`src/rtl/ostk_pkg.sv`:
```
`timescale 1ns / 1ps

package ostk_pkg;

    localparam int WORD_W  = 64;
    localparam int CNT_W   = 7;
    localparam int FILL_W  = 7;
    localparam int CMD_W   = 3;
    localparam int ERR_W   = 2;
    localparam int S_DATA_W = 72;
    localparam int M_DATA_W = 80;

    typedef enum logic [CMD_W-1:0] {
        CMD_PUSH  = 3'd0,
        CMD_POP   = 3'd1,
        CMD_SWAP  = 3'd2,
        CMD_CLEAR = 3'd3,
        CMD_READ  = 3'd4
    } cmd_t;

    typedef enum logic [ERR_W-1:0] {
        ERR_NONE  = 2'd0,
        ERR_EMPTY = 2'd1,
        ERR_FEW   = 2'd2,
        ERR_FULL  = 2'd3
    } err_t;

    // what every cell does when clocked
    typedef enum logic [2:0] {
        OP_HOLD = 3'd0,
        OP_PUSH = 3'd1,
        OP_POP  = 3'd2,
        OP_SWAP = 3'd3,
        OP_ROT  = 3'd4
    } cell_op_t;

    typedef struct packed {
        cell_op_t op;
        logic     wrap;   // this cell holds the bottom entry
    } cell_ctrl_t;

endpackage

```
`src/rtl/ostk_seq.sv`:
```
`timescale 1ns / 1ps

module ostk_seq
    import ostk_pkg::*;
#(
    parameter int DEPTH = 64,
    parameter int FW    = $clog2(DEPTH + 1)
)
(
    input  logic                clk,
    input  logic                rst_n,
    input  logic                in_valid,
    output logic                in_ready,
    input  logic [CMD_W-1:0]    cmd,
    input  logic                quiet,
    input  logic [CNT_W-1:0]    count,
    input  logic [WORD_W-1:0]   top,
    input  logic                out_ready,
    output logic                out_valid,
    output logic [WORD_W-1:0]   out_data,
    output logic                out_dv,
    output logic [ERR_W-1:0]    out_err,
    output logic                out_chg,
    output logic [FILL_W-1:0]   out_fill,
    output logic                out_last,
    output cell_op_t            op,
    output logic [FW-1:0]       fill
);

    typedef enum logic [1:0] {
        ST_IDLE = 2'b01,
        ST_READ = 2'b10
    } state_t;

    state_t              state_reg, state_next;
    logic [FW-1:0]       fill_reg, fill_next;
    logic [FW-1:0]       rd_left_reg, rd_left_next;
    logic [FW-1:0]       rot_left_reg, rot_left_next;
    logic                valid_reg, valid_next;
    logic [WORD_W-1:0]   data_reg, data_next;
    logic                dv_reg, dv_next;
    err_t                err_reg, err_next;
    logic                chg_reg, chg_next;
    logic [FILL_W-1:0]   ofill_reg, ofill_next;
    logic                last_reg, last_next;

    logic                slot_free;
    logic                accept;
    logic [CNT_W-1:0]    fill_ext;
    logic [FW-1:0]       n_rd;
    logic                load;

    assign slot_free = !valid_reg || out_ready;
    assign in_ready  = (state_reg == ST_IDLE) && slot_free;
    assign accept    = in_valid && in_ready;
    assign fill_ext  = CNT_W'(fill_reg);
    assign n_rd      = (count < fill_ext) ? FW'(count) : fill_reg;

    always_comb
    begin
        state_next    = state_reg;
        fill_next     = fill_reg;
        rd_left_next  = rd_left_reg;
        rot_left_next = rot_left_reg;
        op            = OP_HOLD;
        load          = 1'b0;
        data_next     = '0;
        dv_next       = 1'b0;
        err_next      = ERR_NONE;
        chg_next      = 1'b0;
        last_next     = 1'b1;

        case (state_reg)
            ST_IDLE:
            begin
                if (accept)
                begin
                    load = 1'b1;
                    case (cmd_t'(cmd))
                        CMD_PUSH:
                        begin
                            if (fill_reg == FW'(DEPTH))
                                err_next = ERR_FULL;
                            else
                            begin
                                op        = OP_PUSH;
                                fill_next = fill_reg + 1'b1;
                                chg_next  = !quiet;
                            end
                        end
                        CMD_POP:
                        begin
                            if (fill_reg == '0)
                                err_next = ERR_EMPTY;
                            else
                            begin
                                op        = OP_POP;
                                fill_next = fill_reg - 1'b1;
                                data_next = top;
                                dv_next   = 1'b1;
                                chg_next  = !quiet;
                            end
                        end
                        CMD_SWAP:
                        begin
                            if (fill_reg < FW'(2))
                                err_next = ERR_FEW;
                            else
                            begin
                                op       = OP_SWAP;
                                chg_next = 1'b1;
                            end
                        end
                        CMD_CLEAR:
                        begin
                            fill_next = '0;
                            chg_next  = 1'b1;
                        end
                        CMD_READ:
                        begin
                            if (n_rd != '0)
                            begin
                                op            = OP_ROT;
                                data_next     = top;
                                dv_next       = 1'b1;
                                last_next     = (n_rd == FW'(1));
                                rd_left_next  = n_rd - 1'b1;
                                rot_left_next = fill_reg - 1'b1;
                                // keep rotating until the chain is back in order
                                if (fill_reg != FW'(1))
                                    state_next = ST_READ;
                            end
                        end
                        default: ;
                    endcase
                end
            end
            ST_READ:
            begin
                if (rd_left_reg != '0)
                begin
                    if (slot_free)
                    begin
                        op            = OP_ROT;
                        load          = 1'b1;
                        data_next     = top;
                        dv_next       = 1'b1;
                        last_next     = (rd_left_reg == FW'(1));
                        rd_left_next  = rd_left_reg - 1'b1;
                        rot_left_next = rot_left_reg - 1'b1;
                        if (rot_left_reg == FW'(1))
                            state_next = ST_IDLE;
                    end
                end
                else
                begin
                    op            = OP_ROT;
                    rot_left_next = rot_left_reg - 1'b1;
                    if (rot_left_reg == FW'(1))
                        state_next = ST_IDLE;
                end
            end
            default: state_next = ST_IDLE;
        endcase

        ofill_next = FILL_W'(fill_next);
        if (load)
            valid_next = 1'b1;
        else if (out_ready)
            valid_next = 1'b0;
        else
            valid_next = valid_reg;
    end

    always_ff @(posedge clk or negedge rst_n)
    begin
        if (!rst_n)
        begin
            state_reg    <= ST_IDLE;
            fill_reg     <= '0;
            rd_left_reg  <= '0;
            rot_left_reg <= '0;
            valid_reg    <= 1'b0;
        end
        else
        begin
            state_reg    <= state_next;
            fill_reg     <= fill_next;
            rd_left_reg  <= rd_left_next;
            rot_left_reg <= rot_left_next;
            valid_reg    <= valid_next;
        end
    end

    always_ff @(posedge clk)
    begin
        if (load)
        begin
            data_reg  <= data_next;
            dv_reg    <= dv_next;
            err_reg   <= err_next;
            chg_reg   <= chg_next;
            ofill_reg <= ofill_next;
            last_reg  <= last_next;
        end
    end

    assign out_valid = valid_reg;
    assign out_data  = data_reg;
    assign out_dv    = dv_reg;
    assign out_err   = err_reg;
    assign out_chg   = chg_reg;
    assign out_fill  = ofill_reg;
    assign out_last  = last_reg;
    assign fill      = fill_reg;

endmodule

```
`config.mk`:
```
export PLATFORM = sky130hd
export DESIGN_NAME = ostk_seq
export DESIGN_NICKNAME = d
export VERILOG_FILES = /design/src/rtl/ostk_pkg.sv /design/src/rtl/ostk_seq.sv
export SDC_FILE = /design/constraint.sdc
export NUM_CORES = 1
export LEC_CHECK = 0
export BUFFER_PORTS_ARGS = -buffer_cell sky130_fd_sc_hd__buf_2
export CAP_MARGIN = 10
export CORE_ASPECT_RATIO = 1.4
export CORE_MARGIN = 2
export CORE_UTILIZATION = 40
export CTS_CLUSTER_SIZE = 12
export DETAILED_ROUTE_END_ITERATION = 12
export HOLD_SLACK_MARGIN = 0.15
export PLACE_DENSITY = 0.68
export SLEW_MARGIN = 20
export SYNTH_ARGS = -nofsm -noshare
export SYNTH_HDL_FRONTEND = slang
export SYNTH_SLANG_ARGS = --single-unit
```
`constraint.sdc`:
```
create_clock -name clk -period 3.8 [get_ports clk]
set_input_delay 0.19 -clock clk [delete_from_list [all_inputs] [get_ports clk]]
set_output_delay 0.19 -clock clk [all_outputs]
set_load 0.005 [all_outputs]
```
==> flow_summary_export.csv <==
group,metric,value,unit
outcome,run_status,"finished clean",
die,dieArea,13600,um2
yosys,ys_async_sr_fraction,24.0,%
job,maximum_capacitance_violations,0,
power_and_ir_drop,worst_ir_drop_vdd,0.000370,V
grt,global_route.overflow_total,0,
grt,grt_usage,19.8,%
cells_and_area,post_route_cells_drive_above_1_share,31.2,%
cells_and_area,syn2layout_area_growth,39.4,%
power_and_ir_drop,seq_power_share,40.0,%
place,dp_cells,760,
timing,timing.clock.skew,7.24,ps
timing,worst_tran_pin_value,767,ps
yosys,synth-edff-count,76,
timing,timing.max_slew.rel_slack,48.2,%
place,gp_congestion,0.959,
yosys,syn-cell-area,5060,um2
cells_and_area,nets,784,
die,chipHeight,137,um
die,initial_utilization,41.1,%
worst_setup_path,timing.critical_path.required,3890,ps
die,design.portCount,167,
yosys,synthCells,451,
timing,timing.final.hold_violations,0,
worst_setup_path,r2r_setup_slack,230,ps
grt,first_global_vias,4328,
timing,unrepaired_setup_endpoints_after_global_routing,"false",
min_path,min_path_type,"input port to register",
cells_and_area,largest_register_ff_count,64,
power_and_ir_drop,pwr_density_cell,701,nW/um2
power_and_ir_drop,total_power,4.94,mW
routing,num_vias,4323,
power_and_ir_drop,power.internal,3.13,mW
power_and_ir_drop,lkg_pwr,3.05,nW
place,postPlaceCellArea,6100,um2
cells_and_area,fin_cells,842,
place,hpwlAfterDp,9.48,mm
power_and_ir_drop,switching_power,1.82,mW
worst_setup_path,timing.setup.critical_path_class,"register to register",
routing,drc,0,
die,core_area,12300,um2
yosys,mappedNetlistNets,548,
routing,drt-wirelength-per-cell,16.2,um
cts,clock_tree.buffer_depth,2,
routing,drt.antenna.violating_nets,0,
grt,pin_count_of_the_biggest_net_entering_global_routing,76,
cts,clockRootBuffer,"sky130_fd_sc_hd__clkbuf_16",
timing,setup-violations-final,0,
worst_setup_path,critical_path.endpoint_type,"register",
grt,grt_first_pass_wirelength,21.4,mm
grt,antenna_violations_before_repair,0,
cts,path_clk_slew,70,ps
cells_and_area,final.fill_count,1025,
routing,drt-vias-per-instance,5.13,
cts,worstSkewPairLatency,340,ps
cts,cts_sink_cnt,100,
routing,drt_wl_total,13.7,mm
yosys,ys_seq_elements,100,
cts,htree_num_levels,3,
die,num_rows,48,
timing,finalCriticalPeriod,3570,ps
yosys,synthesis.yosys.warnings,0,
yosys,synth_cell_types,58,
worst_setup_path,timing.critical_path.arrival,3660,ps
power_and_ir_drop,clockPowerShare,17.6,%
cells_and_area,finish.instance_area,7050,um2
routing,drt_pre_antenna_iters,4,
timing,finalSetupTns,0,ps
power_and_ir_drop,comb_power_share,42.4,%
cts,cts_tree,"yes",
cells_and_area,antenna_cells_inserted,0,
yosys,post_synth.cell_area_avg,11.2,um2
worst_setup_path,worst_setup_path_start_kind,"register",
routing,initialDrtViolationCount,226,
yosys,ys_seq_area_share,57.0,%
timing,final-max-slew-violation-count,0,
timing,post-route-period-util,93.8,%
timing,max_fclk,280,MHz
worst_setup_path,critical_path.max_fanout,65,
cts,cts_inserted_buffers,9,
die,die-width,99.0,um
yosys,postSynth.topFlopCell,"sky130_fd_sc_hd__edfxtp_1",
place,place.port_buffers,166,
power_and_ir_drop,power_switching_share,36.7,%
## synthesized netlist by cell type, drive strengths merged (5+ instances only)
master	instances	share of area, %
or2	6	0.74
nor2	34	2.6
nand3	15	1.5
clkbuf	9	0.67
inv	23	1.7
buf	13	2.0
a21oi	24	2.4
edfxtp	76	45
ha	18	4.5
dfrtp	23	11
nand2	27	2.0
and2	65	8.0
o21ai	21	2.1
xnor2	8	1.4
mux2i	6	1.2
mux2	5	1.2
nor3	14	1.4
## cells in the final DEF (no fill, tap or decap), types with 15 or more instances in the layout
master and n:
sky130_fd_sc_hd__inv_1 22, sky130_fd_sc_hd__edfxtp_1 76, sky130_fd_sc_hd__nand3_1 15, sky130_fd_sc_hd__dlygate4sd3_1 65
sky130_fd_sc_hd__nand2_1 27, sky130_fd_sc_hd__nor2_1 33, sky130_fd_sc_hd__a21oi_1 23, sky130_fd_sc_hd__and2_1 65
sky130_fd_sc_hd__o21ai_0 18, sky130_fd_sc_hd__dfrtp_1 22, sky130_fd_sc_hd__ha_1 17, sky130_fd_sc_hd__buf_2 166
## layout make-up
class | count | area [um2] | share of cell area, %
inverters | 23 | 86.3 | 1.22
repair buffers | 247 | 1630 | 23.1
well taps | 150 | 188 | 2.66
flip-flops and latches | 100 | 2890 | 40.9
multi-input cells | 306 | 1970 | 28.0
clock buffers | 9 | 225 | 3.19
clock inverters | 7 | 63.8 | 0.905
## cell families after synthesis
logic type | share of synthesized area, %
and+or+nand+nor | 19.5
DFF | 57.0
AOI/OAI and AO/OA | 10.6
buffers and inverters | 4.35
adders and majority gates | 4.45
muxes | 2.37
xor gates and xnor gates | 1.73
## per-layer routing
metal	up-vias	track usage [%]	part of all wire, %
met2	193	33.4	50
met5	-	0	0
met1	2026	24.9	40
li1	2087	-	-
met3	17	4.44	8.0
met4	0	7.69	1.6
## critical path, stage by stage, from the launching register on
cell	delay, ps
sky130_fd_sc_hd__dfrtp_1	380
sky130_fd_sc_hd__inv_1	130
sky130_fd_sc_hd__ha_1	270
sky130_fd_sc_hd__a21oi_1	140
sky130_fd_sc_hd__o21ai_0	110
sky130_fd_sc_hd__a21oi_2	150
sky130_fd_sc_hd__mux2_2	380
sky130_fd_sc_hd__inv_1	70
sky130_fd_sc_hd__ha_2	220
sky130_fd_sc_hd__or3b_2	470
sky130_fd_sc_hd__nor2_1	110
sky130_fd_sc_hd__mux2_4	190
sky130_fd_sc_hd__or4b_1	160
sky130_fd_sc_hd__a31oi_4	110
sky130_fd_sc_hd__buf_12	240
sky130_fd_sc_hd__and2_1	180
## worst paths after layout
kind | depth (start not counted) | endpoint | startpoint
max reg2reg | 15 | out_data[30]$_DFFE_PP_ | fill[4]$_DFF_PN0_
min in group asynchronous | 2 | fill[0]$_DFF_PN0_ | rst_n
max | 15 | out_data[30]$_DFFE_PP_ | fill[4]$_DFF_PN0_
max in group asynchronous | 2 | fill[5]$_DFF_PN0_ | rst_n
min reg2reg | 2 | rd_left_reg[5]$_DFFE_PN0P_ | rd_left_reg[5]$_DFFE_PN0P_
min | 3 | out_chg$_SDFFCE_PN0P_ | quiet
## timing repair
item,CTS,global route
hold endpoints to repair,87,0
pin swaps,0,1
cloned,0,0
gates resized for setup,0,3
setup endpoints to repair,1,65
hold buffers,65,0
setup buffers,1,0
## per-stage QoR
stage               setup slack [ps]  utilization, %  hold WS (ps)
floorplan                       7.26               -          -106
global placement                 200            49.5           229
detailed placement              71.6            49.5           234
CTS                              123            57.2           256
global route                    43.2            57.3           269
finish                           234            57.3           283
## power by group through the flow
stage	clock, mW	combinational, mW	sequential (mW)
finish	0.869	2.10	1.98
global route	0.943	2.32	2.03
CTS	0.899	2.09	1.97
detailed placement	0	2.02	1.99
global placement	0	1.99	1.98
floorplan	0	1.05	2.06
No activity file was read; power rests on OpenSTA's default activity.
