==> src/rtl/ostk_pkg.sv <==
`timescale 1ns / 1ps

package ostk_pkg;

    localparam int WORD_W  = 64;
    localparam int CNT_W   = 7;
    localparam int FILL_W  = 7;
    localparam int CMD_W   = 3;
    localparam int ERR_W   = 2;
    localparam int S_DATA_W = 72;
    localparam int M_DATA_W = 80;

    typedef enum logic [CMD_W-1:0] {
        CMD_PUSH  = 3'd0,
        CMD_POP   = 3'd1,
        CMD_SWAP  = 3'd2,
        CMD_CLEAR = 3'd3,
        CMD_READ  = 3'd4
    } cmd_t;

    typedef enum logic [ERR_W-1:0] {
        ERR_NONE  = 2'd0,
        ERR_EMPTY = 2'd1,
        ERR_FEW   = 2'd2,
        ERR_FULL  = 2'd3
    } err_t;

    // what every cell does when clocked
    typedef enum logic [2:0] {
        OP_HOLD = 3'd0,
        OP_PUSH = 3'd1,
        OP_POP  = 3'd2,
        OP_SWAP = 3'd3,
        OP_ROT  = 3'd4
    } cell_op_t;

    typedef struct packed {
        cell_op_t op;
        logic     wrap;   // this cell holds the bottom entry
    } cell_ctrl_t;

endpackage

==> src/rtl/ostk_cell.sv <==
`timescale 1ns / 1ps

module ostk_cell
    import ostk_pkg::*;
#(
    parameter int IDX = 0
)
(
    input  logic              clk,
    input  cell_ctrl_t        ctrl,
    input  logic [WORD_W-1:0] prev,    // neighbor nearer the top, or the pushed word
    input  logic [WORD_W-1:0] next,    // neighbor farther from the top
    input  logic [WORD_W-1:0] top,     // word in cell 0
    output logic [WORD_W-1:0] word
);

    logic [WORD_W-1:0] data_reg;
    logic [WORD_W-1:0] data_next;

    always_comb
    begin
        data_next = data_reg;
        case (ctrl.op)
            OP_PUSH: data_next = prev;
            OP_POP:  data_next = next;
            OP_SWAP:
            begin
                if (IDX == 0)
                    data_next = next;
                else if (IDX == 1)
                    data_next = prev;
            end
            // advance toward the top; the bottom entry takes the old top
            OP_ROT:  data_next = ctrl.wrap ? top : next;
            default: data_next = data_reg;
        endcase
    end

    always_ff @(posedge clk)
    begin
        data_reg <= data_next;
    end

    assign word = data_reg;

endmodule

==> config.mk <==
export PLATFORM = sky130hd
export DESIGN_NAME = ostk_cell
export DESIGN_NICKNAME = d
export VERILOG_FILES = /design/src/rtl/ostk_pkg.sv /design/src/rtl/ostk_cell.sv
export SDC_FILE = /design/constraint.sdc
export NUM_CORES = 1
export LEC_CHECK = 0
export BUFFER_PORTS_ARGS = -buffer_cell sky130_fd_sc_hd__buf_2
export CORE_ASPECT_RATIO = 0.9
export CORE_MARGIN = 5
export CORE_UTILIZATION = 35
export CTS_BUF_LIST = sky130_fd_sc_hd__clkbuf_8
export DETAILED_ROUTE_END_ITERATION = 7
export PLACE_DENSITY_LB_ADDON = 0.25
export SYNTH_ARGS = -nofsm -noshare
export SYNTH_HDL_FRONTEND = slang
export SYNTH_SLANG_ARGS = --single-unit
export TNS_END_PERCENT = 5
==> constraint.sdc <==
create_clock -name clk -period 5.2 [get_ports clk]
set_input_delay 0.26 -clock clk [delete_from_list [all_inputs] [get_ports clk]]
set_output_delay 0.26 -clock clk [all_outputs]
set_load 0.02 [all_outputs]
==> results of run 1 <==
## where the power goes
part	internal, mW	switching [mW]
Clock	0.160	0.174
Combinational	0.151	0.221
Sequential	0.666	0.0188
## cell families (layout without fill, tap and decap cells)
group / after synthesis / in the layout / synth area share (%)
AND/OR/NAND/NOR: 68 / 68 / 13.3
AO/OA/AOI/OAI: 65 / 65 / 20.1
flip-flops: 64 / 64 / 59.7
buffers and inverters: 28 / 278 / 6.57
XOR/XNOR: 1 / 1 / 0.272
## final timing paths
check,from,endpoint,cells after the start
worst max-delay path,ctrl[2],word[48],6
worst min-delay path,next[35],word[35],2
## area by class of cell
cell class | count | area (µm²)
clock buffers | 9 | 124
clock inverters | 5 | 20.0
fillers | 843 | 4390
inverters | 1 | 3.75
multi-input cells | 134 | 1110
flip-flops and latches | 64 | 1920
well taps | 122 | 153
repair buffers | 263 | 1320
## worst max-delay path, cell delays in order
cell,delay [ns]
buf_2,0.12
nor3b_4,0.82
buf_4,0.45
nor2_4,0.21
buf_4,0.30
a221o_1,0.39
## metrics by stage
stage | setup WS, ns | area [µm²] | utilization (%) | cells
finish | 2.65 | 4650 | 51.4 | 598
global route | 2.55 | 4650 | 51.4 | 598
CTS | 2.67 | 4650 | 51.4 | 598
detailed placement | 2.31 | 4510 | 49.9 | 584
global placement | 2.38 | 4510 | 49.9 | 584
floorplan | 1.08 | 3220 | - | 226
## metal layers
metal / share of wire [%] / vias up
met2: 52 / 163
li1: - / 1469
met3: 9.4 / 19
met1: 36 / 1391
met4: 2.6 / 0
met5: 0 / -
## Yosys cell counts
library cell,number,area (µm²)
nor2b_1,1,6.26
edfxtp_1,64,1920
inv_1,1,3.75
xnor2_1,1,8.76
nor2_1,1,3.75
nor3b_2,1,12.5
nor2_2,1,6.26
a21o_1,1,7.51
buf_2,7,35.0
clkbuf_1,7,26.3
buf_6,13,146
a221o_1,64,641
and3_1,64,400
==> summary.txt, run 1 <==
Setup path
  – Worst Path Required: 5.27 ns
  – Arrival @ worst endpoint: 2.62 ns
  – Startpoint types: input port
  – Setup CP Type: input port to flop
  – CP endpoint kind: flop
  – Crit-path max FO: 36

STA
  – Highest Clock Rate: 392 MHz
  – Worst Tran Pin Value: 1.18 ns
  – Final critical-path required period: 2.55 ns
  – Fin Setup TNS: 0 ns
  – Tcrit/Tclk final: 49.1%
  – Final Hold Viols: 0
  – Fin. max-slew vios: 0
  – Setup violations, final: 0
  – RSZ-0062 raised after global routing: no
  – Hold WS: 0.232 ns
  – Slew HR: 21.1%

Drt
  – Residual DRC: 0
  – Final Routed Wirelength: 10,500 µm
  – Initial drt markers: 164
  – Routed wire length per instance: 17.6 µm
  – Routed vias: 3,042
  – Via-per-instance ratio: 5.09
  – ANT nets after route: 0
  – Pre-Repair DR Iteration Count: 4

Placement
  – Placer Congestion: 0.808
  – IO buf count: 260
  – Hpwl dp: 7830 µm

Run status
  – Status: finished, final reports clean

Clock tree
  – Clock sink count: 64
  – CTS H-tree lvls: 3
  – CTS Buffer Depth: 2
  – Clock Pin Slew Worst Setup and Hold Paths: 0.07 ns
  – Setup bufs post-CTS: 0
  – CTS tree: built
  – TritonCTS buffer count: 9
  – Post-CTS Resized: 0
  – CTS Hold Bufs: 0
  – Clk root buf: clkbuf_8

GRT
  – First-pass GRT wire length: 15,400 µm
  – Global route hottest layer: met2
  – Antenna violations before repair: 0
  – Met3 Usage GRT: 6.00%
  – Overflow after GRT: 0
  – GR Util met1: 18.7%
  – Largest net degree at the start of global routing: 66
  – Global Route Usage Sum: 17.5%
  – Met2 usage: 31.5%
  – Vias in the first global route: 3,203

Layout
  – Max reg flops: 64
  – Most common cell after layout, fill and taps aside: buf_2
  – Layout Area Growth over Synthesis: 44.5%
  – Ratio of cells with drive above 1 in the final layout: 58.2%
  – Final #Nets: 670
  – Diodes inserted: 0
  – Most frequent cells in the layout: buf_2 (260), and3_1 (64), a221o_1 (64), edfxtp_1 (64), clkbuf_8 (9)

Power
  – Pwr Total: 1.39 mW
  – Max VDD drop: 0.130 mV
  – Leakage: 2.37 nW
  – Pwr Density: 299 nW/µm²

Die
  – Site Rows: 33
  – Die width: 111 µm
  – Die area: 11,200 µm²
  – Placeable Area: 9040 µm²
  – Starting density of the core: 35.6%
  – Die height: 101 µm
  – I/O pin count: 261

Yosys
  – Ys Warns: 0
  – Netlist cell types: 13
  – Mapped Area: 3220 µm²
  – Flops & latches, synth: 64
  – Syn avg cell area: 14.2 µm²
  – Post-Syn Instances: 226
  – Register area share after synthesis: 59.7%
  – Post-synthesis net count: 423

Worst hold path
  – Hold Crit Class: input port to flop

Job
  – Max cap viols: 0
Note: power is estimated with default switching activity, not from simulation.
==> run 2: changes to the inputs <==
==> constraint.sdc (replaced) <==
create_clock -name clk -period 2.4 [get_ports clk]
set_input_delay 0.12 -clock clk [delete_from_list [all_inputs] [get_ports clk]]
set_output_delay 0.12 -clock clk [all_outputs]
set_load 0.02 [all_outputs]
==> summary.txt, run 2 (synthesis results as in run 1) <==
STA
  – Highest Clock Rate: 736 MHz
  – Worst Tran Pin Value: 0.701 ns (-0.482 ns)
  – Slew HR: 53.3% (+32 points)
  – RSZ-0062 raised after global routing: no
  – Hold WS: 0.0858 ns (-0.146 ns)
  – Final Hold Viols: 0 (unchanged)
  – Fin. max-slew vios: 0 (unchanged)
  – Setup violations, final: 0 (unchanged)
  – Tcrit/Tclk final: 56.6%
  – Final critical-path required period: 1.36 ns
  – Fin Setup TNS: 0 ns (unchanged)

Setup path
  – Setup CP Type: input port to flop
  – CP endpoint kind: flop
  – Crit path max-delay cell type: a221o_1
  – CP max stage delay: 0.45 ns (-0.37 ns)
  – Arrival @ worst endpoint: 1.43 ns (-1.19 ns)
  – Startpoint types: input port
  – CP cell instances: buf_2 -> nor3b_4 -> nor2_4 -> buf_4 -> a221o_1
  – Worst Path Required: 2.47 ns (-2.80 ns)
  – Crit-path max FO: 64 (+78%)

Power
  – Max VDD drop: 0.257 mV (+98%)
  – Leakage: 2.39 nW (+1.2%)
  – Sw frac: 30.0% (+0.20 points)
  – Psw: 0.914 mW (+120%)
  – Clock Power Share: 24.4% (+0.4 points)
  – P_int: 2.13 mW (+120%)
  – Seq pwr share: 48.6% (-0.6 points)
  – Pwr Density: 647 nW/µm² (+120%)
  – Comb pwr share: 27.0% (+0.3 points)

Worst hold path
  – Endpoint, Worst Hold: word[60]
  – Min-delay src: next[60]
  – Hold-critical path depth: 2 (unchanged)
  – Hold Crit Class: input port to flop

Drt
  – Pre-Repair DR Iteration Count: 4 (unchanged)
  – Initial drt markers: 140 (-15%)
  – Routed vias: 3,135 (+3.1%)
  – Via-per-instance ratio: 5.20 (+2.2%)
  – Residual DRC: 0 (unchanged)
  – ANT nets after route: 0 (unchanged)
  – Routed wire length per instance: 17.7 µm (+0.81%)
  – Final Routed Wirelength: 10,700 µm (+1.7%)

Layout
  – Most frequent cells in the layout: buf_2 (260), and3_1 (64), a221o_1 (64), edfxtp_1 (64), clkbuf_8 (9)
  – Diodes inserted: 0 (unchanged)
  – Max reg flops: 64 (unchanged)
  – Ratio of cells with drive above 1 in the final layout: 58.8% (+0.64 points)
  – Final #Nets: 673 (+0.45%)
  – Layout Area Growth over Synthesis: 46.3%
  – Most common cell after layout, fill and taps aside: buf_2

Placement
  – IO buf count: 260 (unchanged)
  – Hpwl dp: 7980 µm (+2.0%)
  – Placer Congestion: 0.793 (-1.8%)

Clock tree
  – CTS Hold Bufs: 0 (unchanged)
  – Clock Pin Slew Worst Setup and Hold Paths: 0.07 ns (about the same)
  – Post-CTS Resized: 0 (unchanged)
  – Clock sink count: 64 (unchanged)
  – Clk root buf: clkbuf_8
  – Setup bufs post-CTS: 0 (unchanged)
  – CTS tree: built
  – CTS H-tree lvls: 3 (unchanged)
  – CTS Buffer Depth: 2 (unchanged)
  – TritonCTS buffer count: 9 (unchanged)

GRT
  – Antenna violations before repair: 0 (unchanged)
  – Largest net degree at the start of global routing: 65 (-1.5%)
  – First-pass GRT wire length: 16,100 µm (+4.3%)
  – Vias in the first global route: 3,254 (+1.6%)
  – Global Route Usage Sum: 18.3% (+0.80 points)
  – Overflow after GRT: 0 (unchanged)

Die
  – Die area: 11,200 µm² (unchanged)
  – Die width: 111 µm (unchanged)
  – I/O pin count: 261 (unchanged)
  – Starting density of the core: 35.6% (unchanged)
  – Placeable Area: 9040 µm² (unchanged)
  – Site Rows: 33 (unchanged)
  – Die height: 101 µm (unchanged)

Run status
  – Status: finished, final reports clean

Job
  – Max cap viols: 0 (unchanged)
==> run 2: cell count changes in the layout (fill, tap and decap cells not counted) <==
cell / delta
buf_12: +1
clkinv_2: +3
xnor2_2: -1
inv_1: -1
buf_4: +2
xnor2_4: +1
==> run 2: area by class of cell <==
cell class / instances / area, µm²
fillers: 834 / 4330
flip-flops and latches: 64 / 1920
repair buffers: 266 / 1360
multi-input cells: 134 / 1120
well taps: 122 / 153
clock buffers: 9 / 124
clock inverters: 7 / 31.3
inverters: 1 / 3.75
==> run 2: worst max path at each step <==
stage | from | end
after floorplan | ctrl[2] | word[0]
after global placement | ctrl[3] | word[25]
after detailed placement | ctrl[3] | word[63]
after CTS | ctrl[3] | word[59]
after global routing | ctrl[3] | word[59]
final | ctrl[3] | word[59]
==> run 2: power groups by stage <==
stage | clock network (mW) | logic, mW | registers, mW
finish | 0.743 | 0.824 | 1.48
global route | 0.826 | 0.885 | 1.50
detailed placement | 0 | 0.836 | 1.51
global placement | 0 | 0.826 | 1.50
floorplan | 0 | 0.235 | 1.74
CTS | 0.769 | 0.838 | 1.49
==> run 2: through the flow <==
| step | power (mW) | instance area (µm²) | setup WS (ns) | instances | utilization [%] |
|---|---|---|---|---|---|
| floorplan | 1.98 | 3240 | 0.654 | 226 | - |
| global placement | 2.33 | 4550 | 0.749 | 587 | 50.4 |
| detailed placement | 2.34 | 4550 | 0.734 | 587 | 50.4 |
| CTS | 3.09 | 4710 | 1.09 | 603 | 52.1 |
| global route | 3.21 | 4710 | 1.01 | 603 | 52.1 |
| finish | 3.05 | 4710 | 1.04 | 603 | 52.1 |
==> run 2: routing by layer <==
layer / vias up / routed length [µm] / share of wire (%) / track usage, %
met5: - / 0 / 0 / 0
met4: 0 / 190 / 1.8 / 5.61
met3: 15 / 1030 / 9.6 / 7.08
met2: 176 / 5560 / 52 / 33.7
met1: 1468 / 3930 / 37 / 19.5
li1: 1476 / - / - / -
==> run 2: critical path: cells and delay by family <==
kind / cells / cell delay, ns
compound gates: 1 / 0.45
simple gates: 2 / 0.34
buf+inv: 2 / 0.45
==> run 3: changes to the inputs <==
--- a/config.mk
+++ b/config.mk
@@ -5,6 +5,7 @@
 export SDC_FILE = /design/constraint.sdc
 export NUM_CORES = 1
 export LEC_CHECK = 0
+export ABC_AREA = 1
 export BUFFER_PORTS_ARGS = -buffer_cell sky130_fd_sc_hd__buf_2
 export CORE_ASPECT_RATIO = 0.9
 export CORE_MARGIN = 5
==> constraint.sdc (replaced) <==
create_clock -name clk -period 1.3 [get_ports clk]
set_input_delay 0.065 -clock clk [delete_from_list [all_inputs] [get_ports clk]]
set_output_delay 0.065 -clock clk [all_outputs]
set_load 0.02 [all_outputs]
==> summary.txt, run 3 <==
Run status
  – Status: finished, final reports clean

Setup path
  – CP cell instances: buf_2
  – CP bufs+invs: 1 (-1)
  – CP endpoint kind: output pin
  – Crit path max-delay cell type: edfxtp_1
  – Family with the most delay on the worst path: flip-flops
  – Arrival @ worst endpoint: 0.89 ns (-0.54 ns)
  – Setup CP Type: flop to output pin
  – Worst Path Required: 1.24 ns (-1.23 ns)
  – CP max stage delay: 0.38 ns (-0.07 ns)
  – Startpoint types: flop
  – Crit-path max FO: 1 (-98%)

Clock tree
  – CTS Buffer Depth: 2 (unchanged)
  – CTS Hold Bufs: 0 (unchanged)
  – Clock Pin Slew Worst Setup and Hold Paths: 0.08 ns (about the same)
  – Clock sink count: 64 (unchanged)
  – CTS H-tree lvls: 3 (unchanged)
  – Post-CTS Resized: 0 (unchanged)
  – Setup bufs post-CTS: 0 (unchanged)
  – CTS tree: built
  – TritonCTS buffer count: 9 (unchanged)
  – Clk root buf: clkbuf_8

Drt
  – Initial drt markers: 265 (+89%)
  – Residual DRC: 0 (unchanged)
  – ANT nets after route: 0 (unchanged)
  – Pre-Repair DR Iteration Count: 4 (unchanged)
  – Routed wire length per instance: 14.9 µm (-16%)
  – Routed vias: 4,591 (+46%)
  – Via-per-instance ratio: 4.69 (-9.7%)
  – Final Routed Wirelength: 14,600 µm (+37%)

Yosys
  – Flops & latches, synth: 64 (unchanged)
  – Syn avg cell area: 8.00 µm² (-44%)
  – Ys Warns: 0 (unchanged)
  – Asr flop ratio synth: 0% (unchanged)
  – Netlist cell types: 15 (+2)
  – Commonest cells post-synth: nand2_1 (322), nand3_1 (72), edfxtp_1 (64), nand3_2 (57), buf_2 (12)
  – Synth top area cells: edfxtp_1 (43%), nand2_1 (27%), nand3_2 (13%)
  – Area share of the largest cell type after synthesis: 42.8% (-17 points)
  – Post-synthesis net count: 759 (+79%)
  – Dominant register cell in the synthesized netlist: edfxtp_1
  – Register area share after synthesis: 42.8% (-17 points)
  – Area leader, netlist: edfxtp_1
  – Count leader, synth: nand2_1
  – Mapped Area: 4490 µm² (+40%)
  – Post-Syn Instances: 562 (+150%)
  – Post-synth EDFFs: 64 (unchanged)

STA
  – Worst Tran Pin Value: 0.369 ns (-0.332 ns)
  – Highest Clock Rate: 1050 MHz
  – Fin Setup TNS: 0 ns (unchanged)
  – Hold WS: 0.0361 ns (-0.0498 ns)
  – Fin. max-slew vios: 0 (unchanged)
  – RSZ-0062 raised after global routing: no
  – Setup violations, final: 0 (unchanged)
  – Final critical-path required period: 0.950 ns
  – Slew HR: 75.4% (+22 points)
  – Tcrit/Tclk final: 73.1%
  – Final Hold Viols: 0 (unchanged)

Layout
  – Fin area: 6040 µm² (+28%)
  – Final #Nets: 1,008 (+50%)
  – Most frequent cells in the layout: nand2_1 (321), buf_2 (260), nand3_1 (72)
  – Max reg flops: 64 (unchanged)
  – Most common cell after layout, fill and taps aside: nand2_1
  – Layout Area Growth over Synthesis: 34.3%
  – Fillers: 1,331 (+60%)
  – Ratio of cells with drive above 1 in the final layout: 43.2% (-16 points)

Placement
  – Hpwl dp: 10,900 µm (+36%)
  – IO buf count: 260 (unchanged)
  – Placer Congestion: 0.804 (+1.4%)
  – Placed cell areas: 5890 µm² (+29%)

Die
  – Placeable Area: 12,600 µm² (+40%)
  – I/O pin count: 261 (unchanged)
  – Die height: 118 µm (+16%)
  – Starting density of the core: 35.6% (-0.042 points)
  – Site Rows: 39 (+18%)
  – Die area: 15,200 µm² (+36%)
  – Die width: 129 µm (+17%)

Power
  – Leakage: 3.17 nW (+32%)
  – Pwr Density: 960 nW/µm² (+48%)
  – Pwr Total: 5.80 mW (+90%)
  – Max VDD drop: 0.380 mV (+48%)

Worst hold path
  – Hold Crit Class: input port to flop

GRT
  – Largest net degree at the start of global routing: 37 (-43%)
  – Vias in the first global route: 4,651 (+43%)
  – Antenna violations before repair: 2 (+2)
  – First-pass GRT wire length: 22,900 µm (+42%)
  – Overflow after GRT: 0 (unchanged)
  – Global Route Usage Sum: 18.8% (+0.53 points)

Job
  – Max cap viols: 0 (unchanged)
run 3: cell types whose count changed in the layout (fill, tap and decap cells not counted), moves of 2 or more:
cell,before,now
nand2_4,0,2
nand3_1,0,72
inv_2,0,3
nand2_1,0,321
and3_1,64,0
buf_12,1,10
inv_1,3,1
clkinv_1,1,4
nand3_2,0,56
clkinv_2,4,0
a221o_1,64,0
buf_4,5,7
run 3: area by class of cell:
| class | count | area, µm² | share of cell area, % |
|---|---|---|---|
| tap | 164 | 205 | 3.40 |
| sequential | 64 | 1920 | 31.8 |
| timing repair buffer | 277 | 1550 | 25.7 |
| inverter | 5 | 21.3 | 0.352 |
| multi-input combinational | 454 | 2190 | 36.3 |
| clock buffer | 9 | 124 | 2.05 |
| clock inverter | 4 | 15.0 | 0.249 |
| antenna | 1 | 2.50 | 0.0415 |
run 3: metal layers:
metal / GRT usage, % / routed length (µm)
met4: 5.71 / 262
met3: 6.03 / 1440
met1: 23.1 / 6010
met2: 31.4 / 6900
met5: 0 / 11
run 3: worst paths after layout:
check / startpoint / endpoint / slack, ns / cells after the start
max: word[55] / word[55] / 0.35 / 1
min: next[20] / word[20] / 0.04 / 3
run 3: kinds of logic after synthesis:
group | count (synthesis) | synth area share [%]
buffers and inverters | 44 | 8.80
DFF | 64 | 42.8
and+or+nand+nor | 454 | 48.4
run 3: through the flow:
| step | util (%) | instances | setup slack [ns] |
|---|---|---|---|
| floorplan | - | 562 | 0.0304 |
| global placement | 46.6 | 964 | 0.141 |
| detailed placement | 46.6 | 964 | 0.134 |
| CTS | 47.7 | 977 | 0.312 |
| global route | 47.8 | 978 | 0.293 |
| finish | 47.8 | 978 | 0.350 |
run 3: power breakdown:
group	internal, mW	switching (mW)
Clock	0.636	0.755
Sequential	2.59	0.0591
Combinational	0.678	1.08
